<file path="config.mk">
export PLATFORM = sky130hd
export DESIGN_NAME = sfe_ram
export DESIGN_NICKNAME = d
export VERILOG_FILES = /design/src/hdl/sfe_ram.sv
export SDC_FILE = /design/constraint.sdc
export NUM_CORES = 1
export LEC_CHECK = 0
export CAP_MARGIN = 10
export CORE_MARGIN = 2
export CORE_UTILIZATION = 50
export CTS_BUF_LIST = sky130_fd_sc_hd__clkbuf_8
export DETAILED_ROUTE_END_ITERATION = 8
export DONT_BUFFER_PORTS = 1
export MAX_ROUTING_LAYER = met4
export PLACE_DENSITY = 0.67
export SYNTH_ARGS = -nofsm -noshare
export SYNTH_HDL_FRONTEND = slang
export SYNTH_SLANG_ARGS = --single-unit
</file>
<file path="constraint.sdc">
create_clock -name clk -period 3 [get_ports clk]
set_input_delay 0.45 -clock clk [delete_from_list [all_inputs] [get_ports clk]]
set_output_delay 0.45 -clock clk [all_outputs]
set_load 0.02 [all_outputs]
</file>
<file path="src/hdl/sfe_ram.sv">
// Generic synchronous RAM with one write port and two registered read ports.
`default_nettype none

module sfe_ram #(
  parameter int WIDTH = 8,
  parameter int DEPTH = 64,
  localparam int AW = $clog2(DEPTH)
) (
  input  logic             clk,
  input  logic             we,
  input  logic [AW-1:0]    waddr,
  input  logic [WIDTH-1:0] wdata,
  input  logic [AW-1:0]    raddr_a,
  output logic [WIDTH-1:0] rdata_a,
  input  logic [AW-1:0]    raddr_b,
  output logic [WIDTH-1:0] rdata_b
);

  logic [WIDTH-1:0] mem [DEPTH];

  always_ff @(posedge clk) begin
    if (we) begin
      mem[waddr] <= wdata;
    end
    rdata_a <= mem[raddr_a];
    rdata_b <= mem[raddr_b];
  end

endmodule

`default_nettype wire

</file>
# Word-level counts from Yosys, hierarchy flattened
# Memory sizes are Yosys's and may differ from the RTL's. A register that Yosys moved wholly into a read port is not among the register bits.
# Index checks and enable logic that the tools add are counted.
[op_classes]
muxes = 2
[op_table]
columns = ["op", "count"]
rows = [
  ["1-bit 2-to-1 mux", 2],
]
[word_totals]
reg_bits = 0
ram_bits = 512
in_bits = 28
out_inout_bits = 16
word_cells = 3
n_memories = 1
[mem_list]
columns = ["memory", "words", "word_bits", "read_ports", "rd_clocked_by_memory_dff", "write_ports", "line", "rtl"]
rows = [
  ["mem", 64, 8, 2, 2, 1, "19", "logic [WIDTH-1:0] mem [DEPTH];"],
]

# Logic depth before layout (Yosys ltp)
[depth]
depth_word = 2
ltp_mapped = 9

# Worst setup path before layout
# OpenSTA, ideal clock, no wires.
[synth_timing]
path_type = "in2reg"
startpoint = "input raddr_b[0]"
endpoint = "register rdata_b[4], read port of mem"
setup_time_ns = 0.113
arrival_ns = 2.147
required_ns = 2.887
setup_slack_ns = 0.740
cell_stages = 8
path_cell_list = "buf_2 > buf_2 > buf_4 > mux4_2 > a221oi_1 > o21ai_0 > nand3_1 > nand2_1"
[synth_lines]
columns = ["item", "line", "rtl"]
rows = [
  ["start, declared", "15", "input logic [AW-1:0] raddr_b,"],
  ["end, declared", "16", "output logic [WIDTH-1:0] rdata_b"],
]

==> key figures <==
STA
  • Period minus WS final: 2.80 ns
  • Worst-margin pin slew: 0.913 ns
  • Fin. max-slew vios: 0
  • Hold Vio Cnt, Final: 0
  • Worst Skew: 0.0368 ns
  • TNS Setup: 0 ns
  • Relative slew slack: 38.9%
  • RSZ-0062 raised after global routing: false
  • Final period util: 93.2%
  • Fmax: 0.358 GHz
  • Setup violations, final: 0

Worst setup path
  • CP Capture Type: flip-flop
  • Crit path max fanout: 2
  • Worst EP arrival: 3.37 ns
  • R2R Path Start: mem[7][2]$_DFFE_PP_
  • Crit path from: mem[7][2]$_DFFE_PP_
  • CP required: 3.57 ns
  • Startpoint types: flip-flop
  • CP Class: reg2reg

Synthesis
  • Register area share after synthesis: 64.7%
  • Synthesized area: 24300 sq um
  • Number of synthesized flops with an enable pin: 512
  • Post-Syn Instances: 1211
  • Number of synthesized register bits: 528
  • Top_reg_cell synth: edfxtp_1
  • Avg Inst Size Synth: 20.0 sq um
  • Yosys top cell by area: edfxtp_1
  • Asr flop ratio synth: 0%
  • Syn_nets: 1239
  • Synth unique cells: 38
  • YS warnings: 0
  • Synth top area cells: edfxtp_1 63%, mux4_2 25%, mux2i_1 2.7%
  • Yosys top cell area share: 63.3%

GRT
  • Gr ovfl total: 0
  • Largest net degree at the start of global routing: 127
  • Total GRT Usage: 26.9%
  • Number of global-route vias before repair: 13500
  • First-pass GRT wire length: 92.9 mm
  • Initial antenna violation count: 1

Power
  • Power Dens Cells: 568 nW/um^2
  • Leakage: 8.73 nW
  • Worst-case vdd ir drop: 0.391 mV

Clock tree
  • Htree depth: 3
  • CTS root buffer: clkbuf_8
  • Post-CTS setup buffer count: 0
  • Clock sinks: 528
  • Reg clk slew, reported paths: 0.06 ns
  • TritonCTS Buffers: 88
  • Clk Latency, worst-skew pair: 0.69 ns
  • Bufs on Longest Clock Path: 3
  • TritonCTS clock tree: done

Routing
  • Final ANT Viol Nets: 0
  • Routed wire per std cell: 32.2 um
  • Routed wire length: 63.9 mm
  • Iter 0 DRT Violations: 1382
  • Drt pass-1 iters: 6
  • DR vias: 13200
  • Vias per inst: 6.66
  • DRC: 0

Floorplan
  • Starting Density: 50.7%
  • # IOs: 44
  • Row count: 80
  • Die Area: 50300 sq um
  • Die width: 224 um
  • Core Region: 47800 sq um
  • Die Ht: 224 um

Hold path
  • HP Class: in2reg
  • Hold path startpoint: raddr_b[5]

Layout
  • Layout cells sized above 1: 33.5%
  • Layout Utilization: 56.6%
  • Fillcell total: 3612
  • Final nets: 1318
  • Area grow syn2layout: 11.6%

Place
  • HPWL Detailed: 38.4 mm
  • I/O Buffers: 0
  • Final Wtd Congestion: 0.868

Flow run
  • MaxCap Viol Count: 0

Run status
  • Run status: complete, no violations
[state kept, by name, summed over array words and instances, names as in the netlist]
signal / cells
rdata_b: 8
rdata_a: 8
mem: 512
[power by group]
part	internal (mW)	switching, mW
Sequential	8.16	0.0912
Clock	3.21	2.92
Combinational	0.514	0.473
[repair_timing]
action                                  CTS  global route
hold endpoints to repair                526             0
endpoints found under the setup margin    0             1
gates resized for setup                   0             1
hold buffers                             18             0
[cell families after synthesis]
| family | count (synthesis) | synth area share (%) |
|---|---|---|
| multiplexers | 338 | 27.9 |
| buffers and inverters | 96 | 1.98 |
| flip-flops | 528 | 64.7 |
| AO/OA/AOI/OAI | 100 | 2.81 |
| AND/OR/NAND/NOR | 149 | 2.69 |
[cells in the final DEF, fill, tap and decap left out, types with 8 or more instances in the layout]
| master | netlist | routed |
|---|---|---|
| a21oi_1 | 10 | 10 |
| a22oi_1 | 14 | 14 |
| buf_16 | 0 | 8 |
| buf_4 | 12 | 64 |
| clkbuf_8 | 0 | 96 |
| clkinv_1 | 0 | 18 |
| dfxtp_1 | 16 | 16 |
| dlygate4sd3_1 | 0 | 10 |
| edfxtp_1 | 512 | 512 |
| inv_1 | 2 | 38 |
| mux2i_1 | 66 | 65 |
| mux4_2 | 270 | 270 |
| nand2_1 | 28 | 28 |
| nand3_1 | 20 | 20 |
| nor2_1 | 75 | 75 |
| nor2b_1 | 8 | 8 |
| o21ai_0 | 17 | 17 |
| o22ai_1 | 20 | 20 |
[Yosys cell counts (5+ instances only)]
cell type / number
clkbuf_1: 34
a221oi_1: 7
o31a_1: 5
o21ai_0: 17
a21oi_1: 10
a22oi_1: 14
nand2_1: 28
mux2i_1: 66
mux4_2: 270
nor2_1: 75
buf_1: 11
buf_6: 5
o21ai_1: 7
o221ai_1: 5
nor2b_1: 8
buf_4: 12
dfxtp_1: 16
buf_2: 31
nand3_1: 20
a221o_1: 5
o22ai_1: 20
edfxtp_1: 512
nand2b_1: 6
[layout make-up]
| cell class | count | area, sq um | share of cell area (%) |
|---|---|---|---|
| clock inverters | 69 | 377 | 1.39 |
| multi-input cells | 587 | 8100 | 29.9 |
| clock buffers | 96 | 1320 | 4.88 |
| diodes | 1 | 2.50 | 0.00924 |
| repair buffers | 82 | 801 | 2.96 |
| inverters | 3 | 11.3 | 0.0416 |
| flip-flops and latches | 528 | 15700 | 58.0 |
| well taps | 615 | 769 | 2.84 |
[stage by stage]
stage	total power, mW	cells	hold WS [ns]	area [sq um]	setup WS [ns]
2_1_floorplan	9.17	1211	0.549	24300	0.740
3_3_place_gp	9.21	1797	0.553	25100	0.758
3_5_place_dp	9.22	1797	0.553	25100	0.792
4_1_cts	15.5	1980	0.000642	27100	0.0209
5_1_grt	15.8	1981	0.0329	27100	0.152
6_report	15.4	1981	0.0556	27100	0.204
[worst max-delay path, stage by stage, from the launching register on]
cell and delay (ns):
edfxtp_1 0.39, mux4_2 0.49, mux2i_2 0.40, a221o_1 0.23, dlygate4sd3_1 0.55, o22ai_1 0.06
dlygate4sd3_1 0.57
[path summary, 6_finish.rpt]
check,end,slack (ns),cells after the start
worst min-delay path,rdata_b[7]$_DFF_P_,0.06,2
worst max-delay path,rdata_a[2]$_DFF_P_,0.20,6
worst max register to register,rdata_a[2]$_DFF_P_,0.20,6
worst min register to register,rdata_b[2]$_DFF_P_,0.83,5
[layer usage]
metal / global-route usage [%] / routed length [um] / share of wire [%] / vias up
met4: 9.55 / 2230 / 3.5 / 0
met5: - / 0 / 0 / -
li1: - / - / - / 5403
met3: 7.13 / 6370 / 10 / 139
met1: 35.6 / 24300 / 38 / 6958
met2: 40.8 / 30900 / 48 / 691
(Power assumes the default switching activity.)
