[config.mk]
export PLATFORM = sky130hd
export DESIGN_NAME = sfe_dp
export DESIGN_NICKNAME = d
export VERILOG_FILES = /design/src/hdl/sfe_pkg.sv /design/src/hdl/sfe_dp.sv
export SDC_FILE = /design/constraint.sdc
export NUM_CORES = 1
export LEC_CHECK = 0
export BUFFER_PORTS_ARGS = -buffer_cell sky130_fd_sc_hd__buf_2
export CAP_MARGIN = 40
export CORE_MARGIN = 3
export CORE_UTILIZATION = 30
export DETAILED_ROUTE_END_ITERATION = 6
export PLACE_DENSITY_LB_ADDON = 0.25
export SLEW_MARGIN = 30
export SYNTH_ARGS = -nofsm -noshare
export SYNTH_HDL_FRONTEND = slang
export SYNTH_SLANG_ARGS = --single-unit
[constraint.sdc]
create_clock -name clk -period 7.5 [get_ports clk]
set_input_delay 0.375 -clock clk [delete_from_list [all_inputs] [get_ports clk]]
set_output_delay 0.375 -clock clk [all_outputs]
set_load 0.02 [all_outputs]
[src/hdl/sfe_pkg.sv]
// Shared constants, request types and state encodings of the string folding encoder.
`default_nettype none

package sfe_pkg;

  localparam int MAX_LEN_DEF = 64;

  localparam logic [7:0] CH_OPEN  = 8'h28;
  localparam logic [7:0] CH_CLOSE = 8'h29;
  localparam logic [7:0] CH_ZERO  = 8'h30;

  typedef struct packed {
    logic [7:0] symbol;
    logic       last;
  } sym_req_t;

  typedef struct packed {
    logic [7:0] out_char;
    logic       out_last;
    logic       truncated;
  } txt_req_t;

  typedef enum logic [1:0] {
    PH_LOAD,
    PH_DP,
    PH_EMIT
  } phase_t;

  typedef enum logic [3:0] {
    DP_IDLE,
    DP_DIAG,
    DP_SPL_RD,
    DP_SPL_CMP,
    DP_PER_RD,
    DP_PER_CMP,
    DP_PER_COST,
    DP_PER_VAL,
    DP_WR
  } dp_state_t;

  typedef enum logic [3:0] {
    EM_IDLE,
    EM_POP,
    EM_TOP,
    EM_SYM,
    EM_TAB,
    EM_PUSH_HI,
    EM_PUSH_LO,
    EM_DIV,
    EM_TENS,
    EM_ONES,
    EM_OPEN,
    EM_PUSH_MARK,
    EM_PUSH_BODY,
    EM_PUT,
    EM_FLUSH
  } em_state_t;

endpackage

`default_nettype wire

[src/hdl/sfe_dp.sv]
// Interval dynamic program that fills the cost and choice table span by span.
`default_nettype none

module sfe_dp import sfe_pkg::*; #(
  parameter int MAX_LEN = MAX_LEN_DEF,
  localparam int IDX_W = $clog2(MAX_LEN),
  localparam int CNT_W = $clog2(MAX_LEN + 1),
  localparam int ENT_W = CNT_W + 1 + IDX_W,
  localparam int TAB_AW = 2 * IDX_W
) (
  input  logic              clk,
  input  logic              rst,
  input  logic              start,
  input  logic [CNT_W-1:0]  n,
  output logic              done,
  output logic [IDX_W-1:0]  sym_addr_a,
  output logic [IDX_W-1:0]  sym_addr_b,
  input  logic [7:0]        sym_data_a,
  input  logic [7:0]        sym_data_b,
  output logic [TAB_AW-1:0] tab_addr_a,
  output logic [TAB_AW-1:0] tab_addr_b,
  input  logic [ENT_W-1:0]  tab_data_a,
  input  logic [ENT_W-1:0]  tab_data_b,
  output logic              tab_we,
  output logic [TAB_AW-1:0] tab_waddr,
  output logic [ENT_W-1:0]  tab_wdata
);

  localparam int SUM_W = CNT_W + 1;
  localparam int TWO_DIGIT_Q = 9;

  dp_state_t state, state_next;

  logic [IDX_W-1:0] le, l, m, k, pa, pb, pos, q, arg;
  logic [SUM_W-1:0] best;
  logic             kind;

  logic [CNT_W-1:0] n_dec;
  logic [IDX_W-1:0] last_idx, r, m_inc, k_inc, pos_inc, pos_next, q_next, body_end;
  logic [SUM_W-1:0] split_sum, rep_sum;
  logic             last_m, last_k, seg_end, mismatch, per_fail;

  assign n_dec     = n - 1'b1;
  assign last_idx  = n_dec[IDX_W-1:0];
  assign r         = l + le;
  assign m_inc     = m + 1'b1;
  assign k_inc     = k + 1'b1;
  assign pos_inc   = pos + 1'b1;
  assign pos_next  = (pos_inc == k) ? '0 : pos_inc;
  assign q_next    = (pos_inc == k) ? q + 1'b1 : q;
  assign body_end  = l + k - 1'b1;
  assign last_m    = (m_inc == r);
  assign last_k    = (k == le);
  assign seg_end   = (pb == r);
  assign mismatch  = (sym_data_a != sym_data_b);
  assign per_fail  = mismatch || (seg_end && (pos_next != '0));
  assign split_sum = SUM_W'(tab_data_a[ENT_W-1 -: CNT_W])
                   + SUM_W'(tab_data_b[ENT_W-1 -: CNT_W]);
  assign rep_sum   = SUM_W'(tab_data_a[ENT_W-1 -: CNT_W])
                   + ((int'(q) >= TWO_DIGIT_Q) ? SUM_W'(4) : SUM_W'(3));

  always_comb begin
    state_next = state;
    unique case (state)
      DP_IDLE: begin
        if (start) state_next = DP_DIAG;
      end
      DP_DIAG: begin
        if (l == last_idx) state_next = (last_idx == '0) ? DP_IDLE : DP_SPL_RD;
      end
      DP_SPL_RD:   state_next = DP_SPL_CMP;
      DP_SPL_CMP:  state_next = last_m ? DP_PER_RD : DP_SPL_RD;
      DP_PER_RD:   state_next = DP_PER_CMP;
      DP_PER_CMP: begin
        if (per_fail) state_next = last_k ? DP_WR : DP_PER_RD;
        else if (seg_end) state_next = DP_PER_COST;
        else state_next = DP_PER_RD;
      end
      DP_PER_COST: state_next = DP_PER_VAL;
      DP_PER_VAL:  state_next = last_k ? DP_WR : DP_PER_RD;
      DP_WR: begin
        state_next = (r == last_idx && le == last_idx) ? DP_IDLE : DP_SPL_RD;
      end
      default:     state_next = DP_IDLE;
    endcase
  end

  always_comb begin
    done       = (state == DP_WR && r == last_idx && le == last_idx)
              || (state == DP_DIAG && l == last_idx && last_idx == '0);
    sym_addr_a = pa;
    sym_addr_b = pb;
    tab_addr_a = (state == DP_PER_COST) ? {l, body_end} : {l, m};
    tab_addr_b = {m_inc, r};
    tab_we     = (state == DP_DIAG) || (state == DP_WR);
    tab_waddr  = (state == DP_DIAG) ? {l, l} : {l, r};
    tab_wdata  = (state == DP_DIAG) ? {CNT_W'(1), 1'b0, {IDX_W{1'b0}}}
                                    : {best[CNT_W-1:0], kind, arg};
  end

  always_ff @(posedge clk) begin
    if (rst) begin
      state <= DP_IDLE;
    end else begin
      state <= state_next;
    end
  end

  always_ff @(posedge clk) begin
    unique case (state)
      DP_IDLE: begin
        if (start) l <= '0;
      end
      DP_DIAG: begin
        if (l == last_idx) begin
          l  <= '0;
          le <= IDX_W'(1);
          m  <= '0;
        end else begin
          l <= l + 1'b1;
        end
      end
      DP_SPL_CMP: begin
        if (m == l || split_sum < best) begin
          best <= split_sum;
          arg  <= m;
        end
        kind <= 1'b0;
        if (last_m) begin
          k   <= IDX_W'(1);
          pa  <= l;
          pb  <= l + 1'b1;
          pos <= '0;
          q   <= '0;
        end else begin
          m <= m_inc;
        end
      end
      DP_PER_CMP: begin
        if (per_fail) begin
          k   <= k_inc;
          pa  <= l;
          pb  <= l + k_inc;
          pos <= '0;
          q   <= '0;
        end else begin
          if (!seg_end) begin
            pa <= pa + 1'b1;
            pb <= pb + 1'b1;
          end
          pos <= pos_next;
          q   <= q_next;
        end
      end
      DP_PER_VAL: begin
        if (rep_sum < best) begin
          best <= rep_sum;
          kind <= 1'b1;
          arg  <= k;
        end
        k   <= k_inc;
        pa  <= l;
        pb  <= l + k_inc;
        pos <= '0;
        q   <= '0;
      end
      DP_WR: begin
        if (r == last_idx) begin
          le <= le + 1'b1;
          l  <= '0;
          m  <= '0;
        end else begin
          l <= l + 1'b1;
          m <= l + 1'b1;
        end
      end
      default: begin
      end
    endcase
  end

endmodule

`default_nettype wire

# After elaboration in Yosys (flattened, before gate mapping)
# Index checks and enable logic that the tools add are counted.
# word_totals
word_cells	134
ff_bits	67
input_bits	54
# classes
magnitude_cmp	3
n_eq_ne	27
muxes	49
add_sub_neg	15
n_reduce_logical	28
# op_table
op	count
2-to-1 mux 6 bit	24
one-hot mux 6 bit (3 select lines)	7
adder 6 x 1 -> 6 bit, second input constant	8
equality test 6 bit	8
one-hot mux 4 bit (9 select lines)	1
one-hot mux 6 bit (2 select lines)	2
adder 6 bit	3
AND reduction 3 bit	6
equality test 4 x 3 -> 1 bit, second input constant	4
less-than comparator 8 bit	2
2-to-1 mux 4 bit	4
2-to-1 mux 8 bit	2
!= test 2 bit, second input constant	8
one-hot mux 8 bit (2 select lines)	1
2-to-1 mux 14 bit	1
subtractor 6 x 1 -> 6 bit, second input constant	2
nonzero test 3 bit	3
adder 7 x 3 -> 8 bit	1
adder 7 x 7 -> 8 bit	1
equality test 4 x 2 -> 1 bit, second input constant	2
!= test 8 bit	1
AND reduction 2 bit	4
>= comparator 6 x 4 -> 1 bit, second input constant	1
logical AND 1 bit	6
other kinds (12)	20

# Logic depth before layout (Yosys ltp)
# Gate-level depths: netlist of run 1.
# logic_depth
word_depth	8
mapped_depth	17
depth_no_buf	17

# Worst setup path before layout of run 1
# Ideal clock, no wire load.
# synth_timing
kind	flip-flop to flip-flop
from	register q[0]
to	register arg[0], enable pin
required_time_ps	7108
n_path_buf	0
arrival_ps	4094
slack_ps	3014
period_less_slack_ps	4486
stages_incl_launch_ff	14
path_cell_list	edfxtp_1 > ha_1 > or3b_2 > a211o_1 > inv_1 > ha_1 > fa_1 > ha_1 > a21o_1 > a21o_1 > a21o_1 > a21o_1 > a211o_1 > a22oi_1
# synth_via
elab_chain_len	6
# synth_rtl
element	line	source
start, declared	sfe_dp.sv:34	logic [IDX_W-1:0] le, l, m, k, pa, pb, pos, q, arg;
start signal, assigned	sfe_dp.sv:152	q <= q_next;
>= comparator 6 x 4 -> 1 bit	sfe_dp.sv:60	+ ((int'(q) >= TWO_DIGIT_Q) ? SUM_W'(4) : SUM_W'(3));
2-to-1 mux 3 bit	sfe_dp.sv:60	
adder 7 x 3 -> 8 bit	sfe_dp.sv:60	
less-than comparator 8 bit	sfe_dp.sv:156	if (rep_sum < best) begin
!= test 2 bit (no source line)	n/a	
AND reduction 3 bit (no source line)	n/a	
end signal, assigned	sfe_dp.sv:126	arg <= m;
end signal, assigned	sfe_dp.sv:159	arg <= k;
end, declared	sfe_dp.sv:34	
# Every way passes these cells.
# A chain may end at the register's enable or synchronous reset.

# Final worst setup path of run 1
# layout_timing
from	register q[0]
to	register best[5], enable pin
# layout_via
elab_chain_len	6
# layout_rtl
element	line	source
>= comparator 6 x 4 -> 1 bit	sfe_dp.sv:60	
2-to-1 mux 3 bit	sfe_dp.sv:60	
adder 7 x 3 -> 8 bit	sfe_dp.sv:60	
less-than comparator 8 bit	sfe_dp.sv:156	
!= test 2 bit (no source line)	n/a	
AND reduction 3 bit (no source line)	n/a	
end signal, assigned	sfe_dp.sv:125	best <= split_sum;
end signal, assigned	sfe_dp.sv:157	best <= rep_sum;
end, declared	sfe_dp.sv:35	logic [SUM_W-1:0] best;
# Every way passes these cells.

==> metrics list, run 1 <==
- Setup violations remaining at the end of the flow were counted as 0.
- Sum of negative setup slack: 0 ns
- Nature of the critical path startpoint: register
* Depth of the most critical reg-to-reg path: 14
- CTS H-tree lvls: 3
* Destination of the critical timing path: best[5]
- Synthesis produced a netlist with a net count of 761.
- Setup crit end kind: register
- Global-route wire length before repair: 26900 um
- Clock tree synthesis selected as its root buffer the cell clkbuf_16.
- Iteration count of the initial detailed-routing pass: 5
- Of the synthesized area, sequential elements account for 31.5%.
- Headroom to the max-slew limit came out at 45.1%.
* Num CTS Buffers: 9
- The via count of the first global-routing pass came to 4750.
* Post-synthesis instance area: 0.00625 mm2
- Crit. Startpoint: q[0]
- Tot GR Track Use: 15.7%
- Total routed wirelength: 17200 um
- Timing analysis after detailed placement gives a worst setup slack of 2.83 ns.
- Largest vdd supply drop: 0.000108 V
- Clock latency on the worst-skew pair, taken at its later pin, is 0.35 ns.
* Transition time of the tightest slew-check pin: 0.823 ns
- FF-to-FF Start: q[0]
* Number of top-level pins: 118
* Max cap viols: 0
- Critical path type: register to register
* Count of cell types in the netlist: 72
- The setup check on the worst reg-to-reg path leaves a slack of 2.85 ns.
- After synthesis, the mean cell area works out to 9.66 um2.
- The worst path in the final design needs a cycle of 4.65 ns, including I/O delays and setup.
- Count of nets left with antenna violations after detail routing: 0
* Final setup slack of the worst path: 2.85 ns
- Fin crit share: 62.1%
- DRC marker count from the first detailed-route iteration: 207
* Post-CTS Setup Repair Bufs: 0
- The die is 150 um wide.
- WL per Instance: 17.2 um
- Setup repair after global routing left no endpoint under its margin.
- Clock transition at path regs: 0.06 ns
- The flow ran to the end, and the final reports show no timing, DRC or antenna violations.
* Std-Cell Core Area: 0.0204 mm2
* Detailed-route DRC error count: 0
- Maximum count of clock buffers along a single path: 2
- In this run, post-CTS repair resized a total of 0 instances.
- At the end of routability-driven placement, the weighted congestion stood at 0.795.
- In this run the worst path has a maximum fanout of 10.
* Via Count: 4801
* Final setup skew: 0.00565 ns
* Initial antenna violation count: 0
* Fraction of registers with async set or reset after synthesis: 0%
* Worst Path Arrival: 4.70 ns
- Primary FF master, synth: edfxtp_1
- Synthesis produced 647 cells.
- The post-route netlist has 19.9% of its cells at a drive strength greater than 1.
- Total of hold buffers inserted after clock tree synthesis: 0
- Total number of placement rows: 52
* Required time worst endpoint: 7.55 ns
* Clock tree from TritonCTS: done
- Die extent in y: 150 um
- Summed over all cells, the static leakage comes to 3.27 nW.
* Worst min-delay path category: input pin to register
* CTS Sinks: 67
* Residual overflow from global routing: 0
- Entering global routing, the biggest net connects 21 pins.
- The endpoint identified for the worst register-to-register timing path is best[5].
- Growth of design area from synthesis to finish: 15.6%
- The library cells used most frequently in the layout, excluding fill and tap cells, are buf_2 (103), xnor2_1 (70), edfxtp_1 (63).
- Antenna Diode Count: 0
- The library cell used most frequently in the layout, excluding fill and tap cells, is buf_2.
* DPL Wire Length: 13400 um
- Max-slew violation count: 0
* Buffers on Ports: 102
* EDFF count, synth: 63
* Ratio of routed vias to standard cells: 4.79
* Peak Freq: 0.215 GHz
- Number of storage elements in the synthesis netlist: 67
- After filler insertion, the fill cell instance count of the layout stands at 2093.
* Total die area: 0.0226 mm2
- Final net count: 842
- Power spread over the standard cell area amounts to 183 mW/mm2.
- Once the floorplan was initialized, standard cells occupied 30.7% of the core.
- Warnings from Yosys: 0
* Final Hold Viols: 0
==> per-layer routing <==
metal  wire [um]  up-vias  global-route usage (%)
li1            -     2393                       -
met1        8210     2277                    21.6
met2        7980      118                    25.7
met3         875       13                    3.49
met4         141        0                    2.93
met5           0        -                       0
==> worst min path at each step <==
stage	cells after the start	end	slack, ns	from
2_1_floorplan	1	state[0]	0.45	rst
6_report	2	state[0]	0.25	rst
4_1_cts	2	state[0]	0.23	rst
5_1_grt	2	state[0]	0.24	rst
3_5_place_dp	2	state[0]	0.60	rst
3_3_place_gp	2	state[0]	0.60	rst
==> worst max-delay path, stage by stage (launching register included) <==
cell and delay, ns:
edfxtp_1 0.46, ha_1 0.23, or3b_2 0.43, a211o_1 0.33, inv_1 0.12, ha_1 0.20, fa_1 0.44, ha_1 0.29
a21o_1 0.16, a21o_1 0.18, a21o_1 0.17, a21o_1 0.19, a211o_1 0.31, a22oi_1 0.55, buf_4 0.31
==> cells by family (layout without fill, tap and decap cells) <==
logic type	count (synthesis)	after routing	share of synthesized area [%]
AOI/OAI and AO/OA	96	96	10.8
muxes	19	19	3.22
DFF	67	67	31.5
adders and majority gates	60	60	12.6
and+or+nand+nor	194	194	15.8
xor gates and xnor gates	121	121	19.8
buffers and inverters	90	176	6.20
==> Yosys cell counts, types with 7 or more instances <==
cell type / n / area (um2)
a21oi_1: 18 / 90.1
and2_1: 11 / 68.8
nor2_1: 47 / 176
a21o_1: 16 / 120
nand3_1: 28 / 140
edfxtp_1: 63 / 1890
o21ai_0: 25 / 125
xnor2_1: 70 / 613
nand2_1: 51 / 191
inv_1: 54 / 203
and3_1: 9 / 56.3
nor3_1: 12 / 60.1
xor2_1: 38 / 333
mux2i_1: 13 / 130
clkbuf_1: 23 / 86.3
ha_1: 55 / 688
buf_4: 7 / 52.6
==> through the flow <==
step / utilization (%) / std cells / cell area [um2] / power (mW) / hold slack (ns)
2_1_floorplan: - / 647 / 6250 / 0.786 / 0.451
3_3_place_gp: 34.1 / 986 / 6940 / 0.911 / 0.602
3_5_place_dp: 34.1 / 987 / 6940 / 0.914 / 0.600
4_1_cts: 35.5 / 1003 / 7230 / 1.34 / 0.231
5_1_grt: 35.5 / 1003 / 7230 / 1.40 / 0.244
6_report: 35.5 / 1003 / 7230 / 1.32 / 0.246
==> power by group <==
group | internal, mW | leakage, nW | switching [mW]
registers | 0.424 | 0.659 | 0.0350
clock network | 0.253 | 0.138 | 0.166
logic | 0.190 | 2.47 | 0.256
==> registers in the layout (all words and copies together) (netlist names) <==
| signal | cells |
|---|---|
| arg | 6 |
| best | 8 |
| k | 6 |
| kind | 1 |
| l | 6 |
| le | 6 |
| m | 6 |
| pos | 6 |
| q | 6 |
| state | 4 |
| sym_addr_a | 6 |
| sym_addr_b | 6 |
==> layout make-up <==
type | instances | area [um2] | share of cell area [%]
clock buffers | 9 | 225 | 3.12
clock inverters | 7 | 58.8 | 0.814
inverters | 54 | 203 | 2.80
multi-input cells | 490 | 3890 | 53.9
flip-flops and latches | 67 | 1970 | 27.3
well taps | 270 | 338 | 4.67
repair buffers | 106 | 538 | 7.44
Note: power is estimated with default switching activity, not from simulation.
==> run 2, diff against run 1 <==
- clock period: 7.5 -> 4.1 ns (I/O delays scaled with it)
==> run 2 against run 1 <==
Effect of this change:
- worst hold slack worse by 0.18 ns
- non-clock buffer count up 14
- clock-buffer cell count unchanged
- die area unchanged
- combinational power up 93%
- register-to-register slack worse by 2.7 ns
- fmax up 18%
- clock skew about the same
==> metrics list, run 2 (synthesis results as in run 1) <==
- Detailed-route DRC error count: 0 (unchanged)
* Portion of total power attributed to the clock network: 33.9% (+2.3 points)
* Count of endpoints failing setup in the final report: 0 (unchanged)
* Cell count after placement: 1000 (+1.3%)
- The via count came to 4865 (+1.3%).
- Max-slew violation count: 0 (unchanged)
* Filler Cell Count: 2098 (+0.24%)
- Leakage Power: 3.36 nW (+2.8%)
* Most flop-heavy register: best
- The signal arrival time at the worst endpoint is 4.01 ns (-0.69 ns).
* Max cap viols: 0 (unchanged)
- The cell row count came to 52 (unchanged).
* Number of top-level pins: 118 (unchanged)
* Outcome: finished clean
- Minimum clock period after layout: 3.95 ns (-0.702 ns)
* Largest net degree at the start of global routing: 21 (unchanged)
- The wire length of the first global-routing pass came to 26600 um (-1.2%).
- Growth of design area from synthesis to finish: 18.9%
- The final design area excluding fillers was 0.00743 mm2 (+2.8%).
- The number of hold violations in the final report is 0 (unchanged).
- Routability congestion estimate from global placement: 0.817 (+2.7%)
- Setup crit end kind: register
- Horizontal extent of the die: 150 um (unchanged)
- Worst-path maximum fanout: 14 (+4)
* Largest vdd supply drop: 0.000189 V (+75%)
- Final setup skew: 0.00516 ns (-0.000495 ns)
- Final net count: 856 (+1.7%)
- FF-to-FF Start: q[0]
- Std-Cell Core Area: 0.0204 mm2 (unchanged)
* Iteration count of the initial detailed-routing pass: 4 (-1)
- Antenna Diode Count: 0 (unchanged)
- Peak Freq: 0.253 GHz (+18%)
* Final core utilization: 36.5% (+1.0 points)
- Buffers on Ports: 102 (unchanged)
- The worst hold slack is 0.0694 ns (-0.176 ns).
- Ratio of routed vias to standard cells: 4.78 (about the same)
- CTS Sinks: 67 (unchanged)
* Clk Latency, worst-skew pair: 0.34 ns (about the same)
* Part of the total power dissipated in sequential elements: 31.9% (-2.8 points)
* Vias in the first global route: 4793 (+0.91%)
- The total power is 2.52 mW (+90%).
- Critical path type: register to register
- Maximum count of clock buffers along a single path: 2 (unchanged)
* Clock transition at path regs: 0.06 ns (about the same)
* Transition time of the tightest slew-check pin: 0.787 ns (-0.0360 ns)
- Net Switching: 0.839 mW (+84%)
- CTS root buf: clkbuf_16
- Residual overflow from global routing: 0 (unchanged)
- Total of hold buffers inserted after clock tree synthesis: 0 (unchanged)
* Fraction of layout cells with a size suffix above 1: 22.8% (+2.8 points)
* Fin crit share: 96.4% (+34 points)
* Effective utilization at floorplan: 30.7% (unchanged)
- In this run the critical register-to-register path is captured at arg[2].
- Sum of negative setup slack: 0 ns (unchanged)
* Total die area: 0.0226 mm2 (unchanged)
- The switching part of the total was 33.3% (-1.2 points).
* Die extent in y: 150 um (unchanged)
* Initial antenna violation count: 0 (unchanged)
* Cell Area, Placed: 0.00709 mm2 (+2.1%)
* Tot GR Track Use: 15.3% (-0.41 points)
* Hold path cells: 2 (unchanged)
- Register-to-Register Setup Slack: 0.15 ns (-2.70 ns)
- The combinational fraction of design power came to 34.2% (+0.5 points).
* Unrepaired setup endpoints after global routing: no
- Total internal power: 1.68 mW (+94%)
- DPL Wire Length: 13500 um (+0.55%)
* Required time worst endpoint: 4.16 ns (-3.39 ns)
- The flip-flop count of the largest register after layout came to 8 (unchanged).
- DRC marker count from the first detailed-route iteration: 195 (-5.8%)
- Total routed wirelength: 16800 um (-2.1%)
* Setup Slack @ Placement: 0.0653 ns (-2.76 ns)
* Worst min-delay path category: input pin to register
- Hold Crit Start: rst
* Most common cell after layout, fill and taps aside: buf_2
- The H-tree depth reported by CTS came to 3 (unchanged).
- The depth of the most critical reg-to-reg path was 15 (+1).
- Nature of the critical path startpoint: register
- Count of nets left with antenna violations after detail routing: 0 (unchanged)
- TritonCTS built the clock tree.
- WL per Instance: 16.6 um (-3.5%)
- The power density relative to cell area came to 339 mW/mm2 (+85%).
- Relative slew margins: 47.4% (+2.3 points)
- The path with the worst hold slack has its endpoint at state[0].
- Final setup slack of the worst path: 0.148 ns (-2.70 ns)
- Count of placed standard cells in the final layout, fillers left out: 1017 (+1.4%)
- The CTS buffer count is 9 (unchanged).
* Most frequent cells in the layout: buf_2 (102), xnor2_1 (70), edfxtp_1 (63)
## run 2: cell types whose count changed in the layout (fill, tap and decap cells not counted), moves of 2 or more
cell / change
inv_6: +2
clkinv_1: -3
buf_4: +14
ha_1: -2
inv_2: +2
inv_1: -2
## run 2: worst max path at each step
stage | start | depth (start not counted) | end
floorplan | q[0] | 13 | arg[0]
global placement | q[0] | 14 | arg[2]
detailed placement | q[0] | 15 | arg[1]
CTS | q[0] | 15 | arg[1]
global route | q[0] | 15 | arg[1]
finish | q[0] | 15 | arg[2]
## run 2: power groups by stage
stage	logic, mW	registers, mW	clock network (mW)
final	0.861	0.804	0.852
after global routing	0.954	0.806	0.898
after CTS	0.872	0.804	0.873
after detailed placement	0.869	0.818	0
after global placement	0.864	0.817	0
after floorplan	0.613	0.825	0
## run 2: cell type report
type,instances,area (um2),share of cell area (%)
Clock buffer,9,225,3.03
Tap cell,270,338,4.55
Sequential cell,67,1970,26.5
Clock inverter,7,98.8,1.33
Timing Repair Buffer,120,658,8.86
Multi-Input combinational cell,490,3940,53.0
Inverter,54,203,2.73
## run 2: critical path, stage by stage (launching register included)
cell and delay (ns):
edfxtp_1 0.45, inv_1 0.09, ha_1 0.13, or3b_4 0.36, a211o_1 0.31, inv_2 0.11
ha_4 0.15, fa_1 0.40, ha_1 0.28, a21o_1 0.16, a21o_1 0.16, a21o_1 0.17
a21o_1 0.17, a211o_1 0.31, a22oi_2 0.24, buf_12 0.17
## run 2: repair_timing
| action | in CTS | in global routing |
|---|---|---|
| setup buffers | 0 | 1 |
| endpoints found under the setup margin | 0 | 14 |
| hold endpoints to repair | 0 | 0 |
| gates resized for setup | 0 | 4 |
## run 2: per-layer routing
metal | routed length (um) | global-route usage (%) | vias up
met5 | 0 | 0 | -
met4 | 219 | 3.98 | 0
met3 | 875 | 2.59 | 15
met2 | 7770 | 24.6 | 118
met1 | 7970 | 21.4 | 2308
li1 | - | - | 2424
