===== config.mk =====
export PLATFORM = sky130hd
export DESIGN_NAME = sfe_emit
export DESIGN_NICKNAME = d
export VERILOG_FILES = /design/src/hdl/sfe_pkg.sv /design/src/hdl/sfe_ram.sv /design/src/hdl/sfe_emit.sv
export SDC_FILE = /design/constraint.sdc
export NUM_CORES = 1
export LEC_CHECK = 0
export BUFFER_PORTS_ARGS = -buffer_cell sky130_fd_sc_hd__buf_2
export CAP_MARGIN = 20
export CORE_ASPECT_RATIO = 0.75
export CORE_MARGIN = 5
export CORE_UTILIZATION = 35
export CTS_CLUSTER_SIZE = 8
export DETAILED_ROUTE_END_ITERATION = 10
export GPL_TIMING_DRIVEN = 1
export PLACE_DENSITY_LB_ADDON = 0.2
export SYNTH_ARGS = -nofsm -noshare
export SYNTH_HDL_FRONTEND = slang
export SYNTH_SLANG_ARGS = --single-unit

===== constraint.sdc =====
create_clock -name clk -period 6.6 [get_ports clk]
set_clock_uncertainty 0.1 [all_clocks]
set_input_delay 0.99 -clock clk [delete_from_list [all_inputs] [get_ports clk]]
set_output_delay 0.99 -clock clk [all_outputs]
set_load 0.01 [all_outputs]

===== src/hdl/sfe_pkg.sv =====
// Shared constants, request types and state encodings of the string folding encoder.
`default_nettype none

package sfe_pkg;

  localparam int MAX_LEN_DEF = 64;

  localparam logic [7:0] CH_OPEN  = 8'h28;
  localparam logic [7:0] CH_CLOSE = 8'h29;
  localparam logic [7:0] CH_ZERO  = 8'h30;

  typedef struct packed {
    logic [7:0] symbol;
    logic       last;
  } sym_req_t;

  typedef struct packed {
    logic [7:0] out_char;
    logic       out_last;
    logic       truncated;
  } txt_req_t;

  typedef enum logic [1:0] {
    PH_LOAD,
    PH_DP,
    PH_EMIT
  } phase_t;

  typedef enum logic [3:0] {
    DP_IDLE,
    DP_DIAG,
    DP_SPL_RD,
    DP_SPL_CMP,
    DP_PER_RD,
    DP_PER_CMP,
    DP_PER_COST,
    DP_PER_VAL,
    DP_WR
  } dp_state_t;

  typedef enum logic [3:0] {
    EM_IDLE,
    EM_POP,
    EM_TOP,
    EM_SYM,
    EM_TAB,
    EM_PUSH_HI,
    EM_PUSH_LO,
    EM_DIV,
    EM_TENS,
    EM_ONES,
    EM_OPEN,
    EM_PUSH_MARK,
    EM_PUSH_BODY,
    EM_PUT,
    EM_FLUSH
  } em_state_t;

endpackage

`default_nettype wire


===== src/hdl/sfe_ram.sv =====
// Generic synchronous RAM with one write port and two registered read ports.
`default_nettype none

module sfe_ram #(
  parameter int WIDTH = 8,
  parameter int DEPTH = 64,
  localparam int AW = $clog2(DEPTH)
) (
  input  logic             clk,
  input  logic             we,
  input  logic [AW-1:0]    waddr,
  input  logic [WIDTH-1:0] wdata,
  input  logic [AW-1:0]    raddr_a,
  output logic [WIDTH-1:0] rdata_a,
  input  logic [AW-1:0]    raddr_b,
  output logic [WIDTH-1:0] rdata_b
);

  logic [WIDTH-1:0] mem [DEPTH];

  always_ff @(posedge clk) begin
    if (we) begin
      mem[waddr] <= wdata;
    end
    rdata_a <= mem[raddr_a];
    rdata_b <= mem[raddr_b];
  end

endmodule

`default_nettype wire


===== src/hdl/sfe_emit.sv =====
// Walks the choice table with an explicit span stack and sends the folded text byte by byte.
`default_nettype none

module sfe_emit import sfe_pkg::*; #(
  parameter int MAX_LEN = MAX_LEN_DEF,
  localparam int IDX_W = $clog2(MAX_LEN),
  localparam int CNT_W = $clog2(MAX_LEN + 1),
  localparam int ENT_W = CNT_W + 1 + IDX_W,
  localparam int TAB_AW = 2 * IDX_W
) (
  input  logic              clk,
  input  logic              rst,
  input  logic              start,
  input  logic [CNT_W-1:0]  n,
  input  logic              trunc,
  output logic              done,
  output logic [IDX_W-1:0]  sym_addr,
  input  logic [7:0]        sym_data,
  output logic [TAB_AW-1:0] tab_addr,
  input  logic [ENT_W-1:0]  tab_data,
  output logic              txt_valid,
  input  logic              txt_stall,
  output txt_req_t          txt_data
);

  localparam int SE_W = 1 + 2 * IDX_W;
  localparam logic [IDX_W-1:0] ZERO_IDX = '0;

  em_state_t state, state_next, ret;

  logic [CNT_W-1:0] sp, cnt, rem;
  logic [IDX_W-1:0] el, er, em_arg;
  logic [3:0]       ones, tens;
  logic [7:0]       ch, pend;
  logic             pend_valid;

  logic             st_we;
  logic [IDX_W-1:0] st_waddr, st_raddr;
  logic [SE_W-1:0]  st_wdata, st_rdata, st_peek;
  logic [CNT_W-1:0] sp_dec, n_dec;
  logic             e_mark, leaf, push_en, room, full_cnt, out_free, put_take, out_load;
  logic [IDX_W-1:0] e_l, e_r, period, body_end, arg_inc;

  sfe_ram #(.WIDTH(SE_W), .DEPTH(MAX_LEN)) u_stack (
    .clk     (clk),
    .we      (st_we),
    .waddr   (st_waddr),
    .wdata   (st_wdata),
    .raddr_a (st_raddr),
    .rdata_a (st_rdata),
    .raddr_b (st_raddr),
    .rdata_b (st_peek)
  );

  assign sp_dec   = sp - 1'b1;
  assign n_dec    = n - 1'b1;
  assign st_raddr = sp_dec[IDX_W-1:0];
  assign e_mark   = st_peek[SE_W-1];
  assign e_l      = st_rdata[2*IDX_W-1 -: IDX_W];
  assign e_r      = st_rdata[IDX_W-1:0];
  assign leaf     = (e_l >= e_r) || (CNT_W'(e_r) >= n);
  assign period   = (em_arg == '0) ? IDX_W'(1) : em_arg;
  assign body_end = el + period - 1'b1;
  assign arg_inc  = em_arg + 1'b1;
  assign room     = (sp < CNT_W'(MAX_LEN));
  assign full_cnt = (cnt == CNT_W'(MAX_LEN));
  assign out_free = !txt_valid || !txt_stall;
  assign put_take = (state == EM_PUT) && !full_cnt && (!pend_valid || out_free);
  assign push_en  = (state == EM_PUSH_HI) || (state == EM_PUSH_LO)
                 || (state == EM_PUSH_MARK) || (state == EM_PUSH_BODY);

  always_comb begin
    state_next = state;
    unique case (state)
      EM_IDLE:  if (start) state_next = EM_POP;
      EM_POP:   state_next = (sp == '0 || full_cnt) ? EM_FLUSH : EM_TOP;
      EM_TOP: begin
        if (e_mark) state_next = EM_PUT;
        else if (leaf) state_next = EM_SYM;
        else state_next = EM_TAB;
      end
      EM_SYM:   state_next = EM_PUT;
      EM_TAB: begin
        if (!tab_data[IDX_W]) state_next = EM_PUSH_HI;
        else if (tab_data[IDX_W-1:0] == '0) state_next = EM_TENS;
        else state_next = EM_DIV;
      end
      EM_PUSH_HI:   state_next = EM_PUSH_LO;
      EM_PUSH_LO:   state_next = EM_POP;
      EM_DIV:       if (rem < CNT_W'(em_arg)) state_next = EM_TENS;
      EM_TENS:      state_next = (tens != '0) ? EM_PUT : EM_ONES;
      EM_ONES:      state_next = EM_PUT;
      EM_OPEN:      state_next = EM_PUT;
      EM_PUSH_MARK: state_next = EM_PUSH_BODY;
      EM_PUSH_BODY: state_next = EM_POP;
      EM_PUT:       if (full_cnt || !pend_valid || out_free) state_next = ret;
      EM_FLUSH:     if (!pend_valid || out_free) state_next = EM_IDLE;
      default:      state_next = EM_IDLE;
    endcase
  end

  always_comb begin
    done     = (state == EM_FLUSH) && (!pend_valid || out_free);
    out_load = ((state == EM_PUT) && !full_cnt && pend_valid && out_free)
            || ((state == EM_FLUSH) && pend_valid && out_free);
    sym_addr = (CNT_W'(e_l) < n) ? e_l : '0;
    tab_addr = {e_l, e_r};
    st_we    = ((state == EM_IDLE) && start) || (push_en && room);
    st_waddr = (state == EM_IDLE) ? '0 : sp[IDX_W-1:0];
    unique case (state)
      EM_IDLE:      st_wdata = {1'b0, ZERO_IDX, n_dec[IDX_W-1:0]};
      EM_PUSH_HI:   st_wdata = {1'b0, arg_inc, er};
      EM_PUSH_LO:   st_wdata = {1'b0, el, em_arg};
      EM_PUSH_MARK: st_wdata = {1'b1, ZERO_IDX, ZERO_IDX};
      EM_PUSH_BODY: st_wdata = {1'b0, el, body_end};
      default:      st_wdata = '0;
    endcase
  end

  always_ff @(posedge clk) begin
    if (rst) begin
      state      <= EM_IDLE;
      sp         <= '0;
      cnt        <= '0;
      pend_valid <= 1'b0;
      txt_valid  <= 1'b0;
    end else begin
      state <= state_next;
      if (out_load) begin
        txt_valid <= 1'b1;
      end else if (!txt_stall) begin
        txt_valid <= 1'b0;
      end
      if (state == EM_IDLE && start) begin
        sp         <= CNT_W'(1);
        cnt        <= '0;
        pend_valid <= 1'b0;
      end else if (state == EM_POP && sp != '0 && !full_cnt) begin
        sp <= sp_dec;
      end else if (push_en && room) begin
        sp <= sp + 1'b1;
      end
      if (put_take) begin
        cnt        <= cnt + 1'b1;
        pend_valid <= 1'b1;
      end
      if (done) begin
        sp         <= '0;
        pend_valid <= 1'b0;
      end
    end
  end

  always_ff @(posedge clk) begin
    if (out_load) begin
      txt_data.out_char  <= pend;
      txt_data.out_last  <= (state == EM_FLUSH);
      txt_data.truncated <= trunc;
    end
    if (put_take) begin
      pend <= ch;
    end
    unique case (state)
      EM_TOP: begin
        el  <= e_l;
        er  <= e_r;
        ch  <= CH_CLOSE;
        ret <= EM_POP;
      end
      EM_SYM: begin
        ch  <= sym_data;
        ret <= EM_POP;
      end
      EM_TAB: begin
        em_arg <= tab_data[IDX_W-1:0];
        rem    <= CNT_W'(er) - CNT_W'(el) + 1'b1;
        tens   <= '0;
        ones   <= (tab_data[IDX_W-1:0] == '0) ? 4'd1 : 4'd0;
      end
      EM_DIV: begin
        if (rem >= CNT_W'(em_arg)) begin
          rem <= rem - CNT_W'(em_arg);
          if (ones == 4'd9) begin
            ones <= '0;
            tens <= tens + 1'b1;
          end else begin
            ones <= ones + 1'b1;
          end
        end
      end
      EM_TENS: begin
        ch  <= CH_ZERO + {4'b0000, tens};
        ret <= EM_ONES;
      end
      EM_ONES: begin
        ch  <= CH_ZERO + {4'b0000, ones};
        ret <= EM_OPEN;
      end
      EM_OPEN: begin
        ch  <= CH_OPEN;
        ret <= EM_PUSH_MARK;
      end
      default: begin
      end
    endcase
  end

endmodule

`default_nettype wire

Yosys cells after proc, flatten, opt, wreduce, memory -nomap -nowiden
Memory sizes are Yosys's and may differ from the RTL's. A register that Yosys moved wholly into a read port is not among the register bits.
Index checks and enable logic that the tools add are counted.
{"block": "totals", "mem_count": 1, "out_inout_bits": 30, "elab_cells": 145, "mem_bits_rw": 832, "ff_bits": 83}
{"block": "op_classes", "n_reduce_logical": 46, "mux": 37, "add_sub_neg": 14, "n_lt_le_gt_ge": 6, "n_eq_ne": 23}
{"memory": "u_stack.mem", "depth": 64, "width": 13, "rd": 1, "rd_clocked_by_memory_dff": 1, "write_ports": 1, "line_no": "sfe_ram.sv:19", "rtl": "logic [WIDTH-1:0] mem [DEPTH];"}
{"op": "case mux 13 bit (5 select lines)", "count": 1}
{"op": "two-way mux 4 bit", "count": 12}
{"op": "case mux 4 bit (12 select lines)", "count": 1}
{"op": "case mux 8 bit (5 select lines)", "count": 1}
{"op": "two-way mux 7 bit", "count": 5}
{"op": "== test 4 bit, second input constant", "count": 8}
{"op": "adder 7 x 1 -> 7 bit, second input constant", "count": 3}
{"op": "two-way mux 6 bit", "count": 3}
{"op": "== test 4 x 3 -> 1 bit, second input constant", "count": 4}
{"op": "case mux 4 bit (2 select lines)", "count": 2}
{"op": "case mux 4 bit (4 select lines)", "count": 1}
{"op": "adder 6 x 4 -> 7 bit, first input constant", "count": 2}
{"op": "case mux 7 bit (2 select lines)", "count": 1}
{"op": "zero test 6 bit", "count": 2}
{"op": "subtractor 6 x 1 -> 6 bit, second input constant", "count": 2}
{"op": "logical AND 1 bit", "count": 11}
{"op": "logical OR 1 bit", "count": 11}
{"op": "!= test 2 bit, second input constant", "count": 5}
{"op": "adder 4 x 1 -> 4 bit, second input constant", "count": 2}
{"op": "== test 4 x 2 -> 1 bit, second input constant", "count": 2}
{"op": "two-way mux 1 bit", "count": 8}
{"op": "nonzero test 4 bit", "count": 2}
{"op": "== test 7 bit, second input constant", "count": 1}
{"op": ">= comparator 6 x 7 -> 1 bit", "count": 1}
{"op": "25 further kinds", "count": 35}

Longest topological paths before layout
Gate-level depths: netlist (run 1).
{"block": "depth", "depth_word": 8, "depth_mapped": 15}

Hierarchy
From an unflattened synthesis (run 1), not the netlist that was laid out.
{"block": "unflattened", "hier_cells": 2483, "area_unflattened_um2": 44788.0}
{"module": "sfe_ram", "seq_area_each_um2": 25504.5, "instances": 1, "cells_per_inst": 1890, "area_per_inst_um2": 39182.6}
{"module": "sfe_emit", "seq_area_each_um2": 2262.2, "instances": 1, "cells_per_inst": 593, "area_per_inst_um2": 5605.4}

Worst setup path after synthesis (run 1)
No wires, ideal clock.
{"block": "synth_timing", "path_kind": "flip-flop to flip-flop", "start": "reg em_arg[1]", "end": "mem u_stack.mem[0][5] in the netlist's numbering, data pin", "n_path_buf": 0, "required_time_ps": 5798, "arrival_ps": 4567, "slack_ps": 1232, "period_less_slack_ps": 5368, "path_stages_with_launch": 12, "cell_sequence": "edfxtp_1 inv_1 ha_1 a21oi_1 ha_1 inv_1 ha_1 fa_1 a21o_1 a21oi_1 xnor2_1 o21ai_0"}
{"block": "synth_between", "elab_chain_cells": 5}
{"element": "start, declared", "line_no": "sfe_emit.sv:32", "rtl": "logic [IDX_W-1:0] el, er, em_arg;"}
{"element": "start signal, assigned", "line_no": "sfe_emit.sv:175", "rtl": "em_arg <= tab_data[IDX_W-1:0];"}
{"element": "zero test 6 bit", "line_no": "sfe_emit.sv:62", "rtl": "assign period = (em_arg == '0) ? IDX_W'(1) : em_arg;"}
{"element": "two-way mux 6 bit *", "line_no": "sfe_emit.sv:62"}
{"element": "adder 6 bit *", "line_no": "sfe_emit.sv:63", "rtl": "assign body_end = el + period - 1'b1;"}
{"element": "subtractor 6 x 1 -> 6 bit *", "line_no": "sfe_emit.sv:63"}
{"element": "case mux 13 bit (5 select lines) *", "line_no": "sfe_emit.sv:110", "rtl": "unique case (state)"}
{"element": "named net st_wdata[5]", "line_no": "sfe_emit.sv:39", "rtl": "logic [SE_W-1:0] st_wdata, st_rdata, st_peek;"}
{"element": "end, declared", "line_no": "sfe_ram.sv:19"}
The timed path passes the listed nets; every way through them passes the cells marked *.

Worst setup path in the final report (run 1)
{"block": "layout_timing", "start": "reg state[0]", "end": "mem u_stack.mem[37][7] in the netlist's numbering, enable pin"}
{"block": "layout_between", "elab_chain_cells": 8}
{"element": "start, declared", "line_no": "sfe_emit.sv:29", "rtl": "em_state_t state, state_next, ret;"}
{"element": "start signal, assigned", "line_no": "sfe_emit.sv:128", "rtl": "state <= state_next;"}
{"element": "== test 4 x 3 -> 1 bit", "line_no": "sfe_emit.sv:69", "rtl": "assign push_en = (state == EM_PUSH_HI) || (state == EM_PUSH_LO)"}
{"element": "logical OR 1 bit", "line_no": "sfe_emit.sv:69"}
{"element": "logical OR 1 bit (2 in series)", "line_no": "sfe_emit.sv:70", "rtl": "|| (state == EM_PUSH_MARK) || (state == EM_PUSH_BODY);"}
{"element": "logical AND 1 bit", "line_no": "sfe_emit.sv:108", "rtl": "st_we = ((state == EM_IDLE) && start) || (push_en && room);"}
{"element": "logical OR 1 bit", "line_no": "sfe_emit.sv:108"}
{"element": "two-way mux 1 bit", "line_no": "sfe_ram.sv:22", "rtl": "if (we) begin"}
{"element": "two-way mux 1 bit (not written as such)", "line_no": "sfe_ram.sv:23", "rtl": "mem[waddr] <= wdata;"}
Several ways; a longest one is shown, not always the timed one.

==> impl_metrics.toml, run 1 <==
[worst_setup_path]
crit_chain = "nand2b_1 > a211o_1 > a21oi_1 > nand4_1 > nor2_2"
critPathArrivalTime_ns = 4.60
critPathKind = "flop to flop"
cp-end-kind = "flop"
cp_data_required_time_ns = 6.83
max_stage_delay_ns = 0.98
path_max_fanout = 27
path_delay_family = "simple AND/OR/NAND/NOR gates"
critPathBufInv = 0
worstSetupStartpointType = "flop"
slowest_stage = "dfxtp_1"

[power_and_ir_drop]
p_total_mw = 20.60
p_per_area_nw_per_um2 = 469.5
ir_drop_uv = 288.3
leakage_nw = 14.22

[sta]
setup_viol = 0
period_share_pct = 66.22
maxSlewHeadroom_pct = 26.45
maxSlewViolCount = 0
worst_pin_slew_ns = 1.103
rsz0062_at_grt = "false"
tns_ns = 0
fmax_ghz = 0.2288
hold_viol_final = 0
min_period_ns = 4.371

[synth]
synth_top_area_share_pct = 71.12
yosys-top-cells-area = "edfxtp_1 71%, mux4_2 14%, dfxtp_1 1.8%"
synth_xor_area_share_pct = 0.8121
synth_top_family_by_area = "multiplexers"
synth_compound_area_share_pct = 3.507
synth-simple-area-share_pct = 3.623
synth_flop_cell = "edfxtp_1"
synthAdderAreaFrac_pct = 1.883
synth_mux_area_share_pct = 15.28
synth-edff-count = 894
async_flop_share_pct = 0
synth_cell_type_count = 62
yosysWarningCount = 0
ys_ff_latch = 927
ys_seq_area_share_pct = 72.87
syn_inst = 1967
postSynthAreaPerCell_um2 = 19.19
yosys.area.top_type = "edfxtp_1"
syn_nets = 2056
syn-cell-area_um2 = 37750

[placement]
dpl-instance-area_um2 = 40130
dp_hpwl_mm = 58.02
port_buffers = 56
gp_congestion = 0.8437

[grt]
grt.overflow.total = 0
grt_max_degree = 78
grt_usage_pct = 16.42
grt_pass1_vias = 19550
antenna_found_initial = 4
grt_pass1_wl_mm = 137.1

[die]
core_um2 = 107200
die-area_um2 = 114600
fp.dieW_um = 389.2
fp.dieH_um = 294.4
rows = 104
initial_core_util_pct = 35.20
io_pins = 64

[cts]
root_buffer = "clkbuf_16"
cts_resized = 0
cts_setup_buffers = 0
path_clk_slew_ns = 0.05
clk_latency_ns = 0.73
cts_buffers = 133
cts_max_path_buffers = 3
cts_sinks = 927
ctsHoldBuffers = 0
h-tree-depth = 4
cts_tree = "yes"

[route]
drt-wirelength-per-cell_um = 25.89
vias = 19280
routed_via_density = 5.350
drt_pass1_iterations = 5
drc = 0
dr.first_iter.drc_count = 1835
wirelength_mm = 93.31
antenna_left = 0

[final_layout]
finalInstanceArea_um2 = 43870
drive_gt1_share_pct = 26.06
fin_nets = 2218
synthToLayoutAreaGrowth_pct = 16.22
final_core_utilization_pct = 40.91

[run]
drv_cap = 0

[hold_path]
hp-class = "flop to flop"

[run_status]
status = "completed"
[cells in the mapped netlist (all sizes together), types with 3 or more instances]
| cell type | instances |
|---|---|
| edfxtp | 894 |
| mux4 | 229 |
| nor2 | 111 |
| buf | 65 |
| inv | 64 |
| mux2i | 61 |
| nand2 | 55 |
| ha | 52 |
| o21ai | 50 |
| a21oi | 48 |
| clkbuf | 39 |
| dfxtp | 33 |
| xnor2 | 27 |
| nand3 | 25 |
| a221oi | 22 |
| and2 | 19 |
| a211oi | 18 |
| nand2b | 17 |
| a22oi | 15 |
| nor3 | 13 |
| a21o | 11 |
| a31oi | 8 |
| nand4 | 8 |
| or3 | 8 |
| xor2 | 8 |
| nor2b | 6 |
| or2 | 6 |
| nor4 | 5 |
| a21boi | 4 |
| and3 | 4 |
| nand3b | 4 |
| o22ai | 4 |
| a222oi | 3 |
| fa | 3 |
| nor3b | 3 |
[power breakdown]
group / switching [mW] / internal (mW) / total, mW / leakage (nW)
Combinational: 4.40 / 2.54 / 6.95 / 4.06
Clock: 2.38 / 3.69 / 6.07 / 1.77
Sequential: 0.296 / 7.29 / 7.58 / 8.40
[cells by family after synthesis]
group | after synthesis
xor gates and xnor gates | 35
adders and majority gates | 55
AOI/OAI and AO/OA | 203
DFF | 927
buffers and inverters | 168
muxes | 290
and+or+nand+nor | 289
[registers in the layout, summed over array words and instances (netlist names)]
| name | flops |
|---|---|
| u_stack.mem | 832 |
| u_stack.rdata_a | 13 |
| txt_data | 10 |
| ch | 8 |
| pend | 8 |
| cnt | 7 |
| rem | 7 |
| sp | 7 |
| el | 6 |
| em_arg | 6 |
| er | 6 |
| ones | 4 |
| state | 4 |
| tens | 4 |
| ret | 3 |
| pend_valid | 1 |
| txt_valid | 1 |
[placed cells by master, fill, tap and decap left out, drive strengths merged, types with 8 or more instances in the layout]
cell type  synthesis  final
ha                52     52
edfxtp           894    894
or3                8      8
inv               64     74
nor2             111    111
nand2b            17     17
xnor2             27     27
mux2i             61     61
nand3             25     25
buf               65    131
nor3              13     13
a211oi            18     18
clkbuf            39    167
o21ai             50     50
a21o              11     11
and2              19     19
dfxtp             33     33
a31oi              8      8
nand4              8      8
nand2             55     55
xor2               8      8
a21oi             48     48
a22oi             15     15
a221oi            22     22
mux4             229    229
[worst register-to-register path: stages, from the launching register on]
cell and delay, ns:
dfxtp_1 0.98, nand2b_1 0.25, a211o_1 0.43, a21oi_1 0.59, nand4_1 0.66, nor2_2 0.94
[metrics by stage]
step | hold slack, ns | cells | setup WS, ns
3_3_place_gp | 0.3009 | 3419 | 2.423
5_1_grt | 0.3192 | 3603 | 1.998
2_1_floorplan | 0.3003 | 1967 | 1.232
6_report | 0.3160 | 3604 | 2.229
4_1_cts | 0.2869 | 3597 | 2.276
3_5_place_dp | 0.3061 | 3419 | 2.314
[final cells by class]
class,count,area [um2]
tap,1431,1790
sequential,927,27510
multi-input combinational,872,9757
timing repair buffer,131,933.4
inverter,64,240.2
clock inverter,11,115.1
fill,9498,63350
antenna,1,2.502
clock buffer,167,3520
[layer usage]
layer,routed length (um),global-route usage (%),vias to the layer above
met1,44190,25.15,10220
met2,41100,23.82,633
met3,6470,3.422,127
li1,-,-,8300
met4,1548,4.439,0
met5,0,0,-
[worst paths after layout]
check | startpoint | to | slack (ns) | cells after the start
worst min register to register | ch[4] | pend[4] | 0.32 | 0
worst max register to register | state[0] | u_stack.mem[37][7] | 2.23 | 5
worst max-delay path | state[0] | u_stack.mem[37][7] | 2.23 | 5
worst min-delay path | ch[4] | pend[4] | 0.32 | 0
Power figures use the tool's default switching activity.
==> inputs of run 2 (changes only) <==
==> constraint.sdc (replaced) <==
create_clock -name clk -period 3.75 [get_ports clk]
set_clock_uncertainty 0.1 [all_clocks]
set_input_delay 0.5625 -clock clk [delete_from_list [all_inputs] [get_ports clk]]
set_output_delay 0.5625 -clock clk [all_outputs]
set_load 0.01 [all_outputs]
==> impl_metrics.toml, run 2 (synthesis gave the netlist of run 1 again) <==
[run_status]
status = "completed"

[final_layout]
fin_nets = 2303
largest_reg_flops = 832
drive_gt1_share_pct = 27.30
regMostFlops = "u_stack.mem"
final_core_utilization_pct = 41.61
layout.cells.non_filler = 3689
multiInputGateArea_um2 = 9694
finalInstanceArea_um2 = 44620
top_regs = "u_stack.mem (832), u_stack.rdata_a (13), txt_data (10)"
layout_common_cells = "894 x edfxtp_1, 229 x mux4_2, 136 x clkbuf_16, 132 x buf_4, 109 x nor2_1"
fillerInstances = 9581
layout_commonest_cell = "edfxtp_1"
synthToLayoutAreaGrowth_pct = 18.20
regArea_um2 = 27510

[grt]
grt_pass1_wl_mm = 141.6
grt_usage_pct = 16.98
antenna_found_initial = 1
grt_pass1_vias = 20130
grt_max_degree = 65
grt.overflow.total = 0

[power_and_ir_drop]
p_total_mw = 37.50
leakage_nw = 14.68
seq_power_share_pct = 35.2
netSwitchingPower_mw = 13.00
p_per_area_nw_per_um2 = 840.5
netSwitchingFraction_pct = 34.66
internal-power_mw = 24.50
power_frac_clock_pct = 28.5
p_comb_share_pct = 36.3
ir_drop_uv = 627.9

[worst_setup_path]
path_max_fanout = 36
max_stage_delay_ns = 0.67
critPathBufInv = 3
reg2reg_depth = 12
cp-end-kind = "flop"
r2r-start = "em_arg[1]"
path_delay_family = "compound AO/OA/AOI/OAI gates"
slowest_stage = "o21ai_4"
worstSetupStartpoint = "em_arg[1]"
critPathKind = "flop to flop"
cp_num_cells = 12
critPathArrivalTime_ns = 3.87
crit_top_cell = "ha_1"
cp_data_required_time_ns = 4.18
crit_end = "u_stack.mem[4][5]"
r2r_setup_slack_ns = 0.32
timing.rr.end = "u_stack.mem[4][5]"
crit_chain = "inv_1 > ha_1 > a21oi_1 > ha_1 > inv_1 > ha_1 > fa_1 > a21o_1 > a21oi_1 > xnor2_1 > o21ai_4 > buf_12"
worstSetupStartpointType = "flop"

[route]
dr.first_iter.drc_count = 2000
routed_via_density = 5.313
antenna_left = 0
drt_pass1_iterations = 5
drt-wirelength-per-cell_um = 26.35
wirelength_mm = 97.22
vias = 19600
drc = 0

[placement]
gp_congestion = 0.8719
dp_hpwl_mm = 61.02
port_buffers = 56
pre_cts_ws_ns = 0.2933
dpl-instance-area_um2 = 40870
place_inst = 3500

[cts]
clk_latency_ns = 0.74
cts_tree = "yes"
cts_setup_buffers = 0
path_clk_slew_ns = 0.05
h-tree-depth = 4
cts_max_path_buffers = 3
cts_buffers = 133
cts_sinks = 927
root_buffer = "clkbuf_16"

[sta]
maxSlewHeadroom_pct = 34.45
period_share_pct = 91.49
setup_viol = 0
tns_ns = 0
worst_slack_ns = 0.3192
fmax_ghz = 0.2915
min_period_ns = 3.431
hold_slack_ns = 0.05704
hold_viol_final = 0
worst_pin_slew_ns = 0.9787
rsz0062_at_grt = "false"
maxSlewViolCount = 0

[die]
fp.dieH_um = 294.4
initial_core_util_pct = 35.20
io_pins = 64
die-area_um2 = 114600
core_um2 = 107200
fp.dieW_um = 389.2
rows = 104

[hold_path]
hp-class = "input port to flop"
worstHoldStart = "sym_data[6]"

[run]
drv_cap = 0
## run 2: changes by cell type in the layout (fill, tap and decap cells not counted), moves of 4 or more
cell	delta
buf_12	+13
buf_4	+64
clkinv_8	+4
dlygate4sd3_1	+10
inv_6	-4
nor2_1	+25
nor2_2	-25
## run 2: final cells by class
class                           instances  share of cell area, %
Clock buffer                          167                  7.889
Tap cell                             1431                  4.013
Timing Repair Buffer                  216                  3.881
Inverter                               64                 0.5384
Sequential cell                       927                  61.66
Multi-Input combinational cell        872                  21.73
Clock inverter                         10                 0.2804
Antenna cell                            2                0.01122
## run 2: layer usage
layer,GRT usage [%],up-vias,routed length [um]
met1,26.25,10380,47170
met3,3.506,132,6200
met4,4.708,0,1789
met5,0,-,0
met2,24.31,622,42060
li1,-,8462,-
## run 2: worst min path at each step
| stage | to | slack, ns | cells past startpoint |
|---|---|---|---|
| after floorplan | pend[0] | 0.30 | 0 |
| after global placement | txt_data[9] | 0.30 | 0 |
| after detailed placement | pend[4] | 0.31 | 0 |
| after CTS | ch[1] | 0.0001 | 3 |
| after global routing | ch[3] | 0.06 | 3 |
| final | ch[6] | 0.06 | 2 |
## run 2: power by group through the flow
| stage | Clock [mW] | Combinational [mW] | Sequential [mW] |
|---|---|---|---|
| global route | 11.4 | 14.4 | 13.2 |
| detailed placement | 0 | 13.6 | 13.4 |
| floorplan | 0 | 7.82 | 13.2 |
| CTS | 10.9 | 13.7 | 13.2 |
| finish | 10.7 | 13.6 | 13.2 |
| global placement | 0 | 13.5 | 13.4 |
## run 2: repair_timing
| item | 4_1_cts | 5_1_grt |
|---|---|---|
| endpoints found under the hold margin | 10 | 0 |
| hold buffers | 10 | 0 |
| gates resized for setup | 0 | 0 |
## run 2: worst reg2reg max path: cells and delay by family, from the launching register on
kind            cells  cell delay (ns)
xor+xnor            1             0.13
buf+inv             3             0.42
flops               1             0.35
fa+ha+maj           4             1.06
compound gates      4             1.18
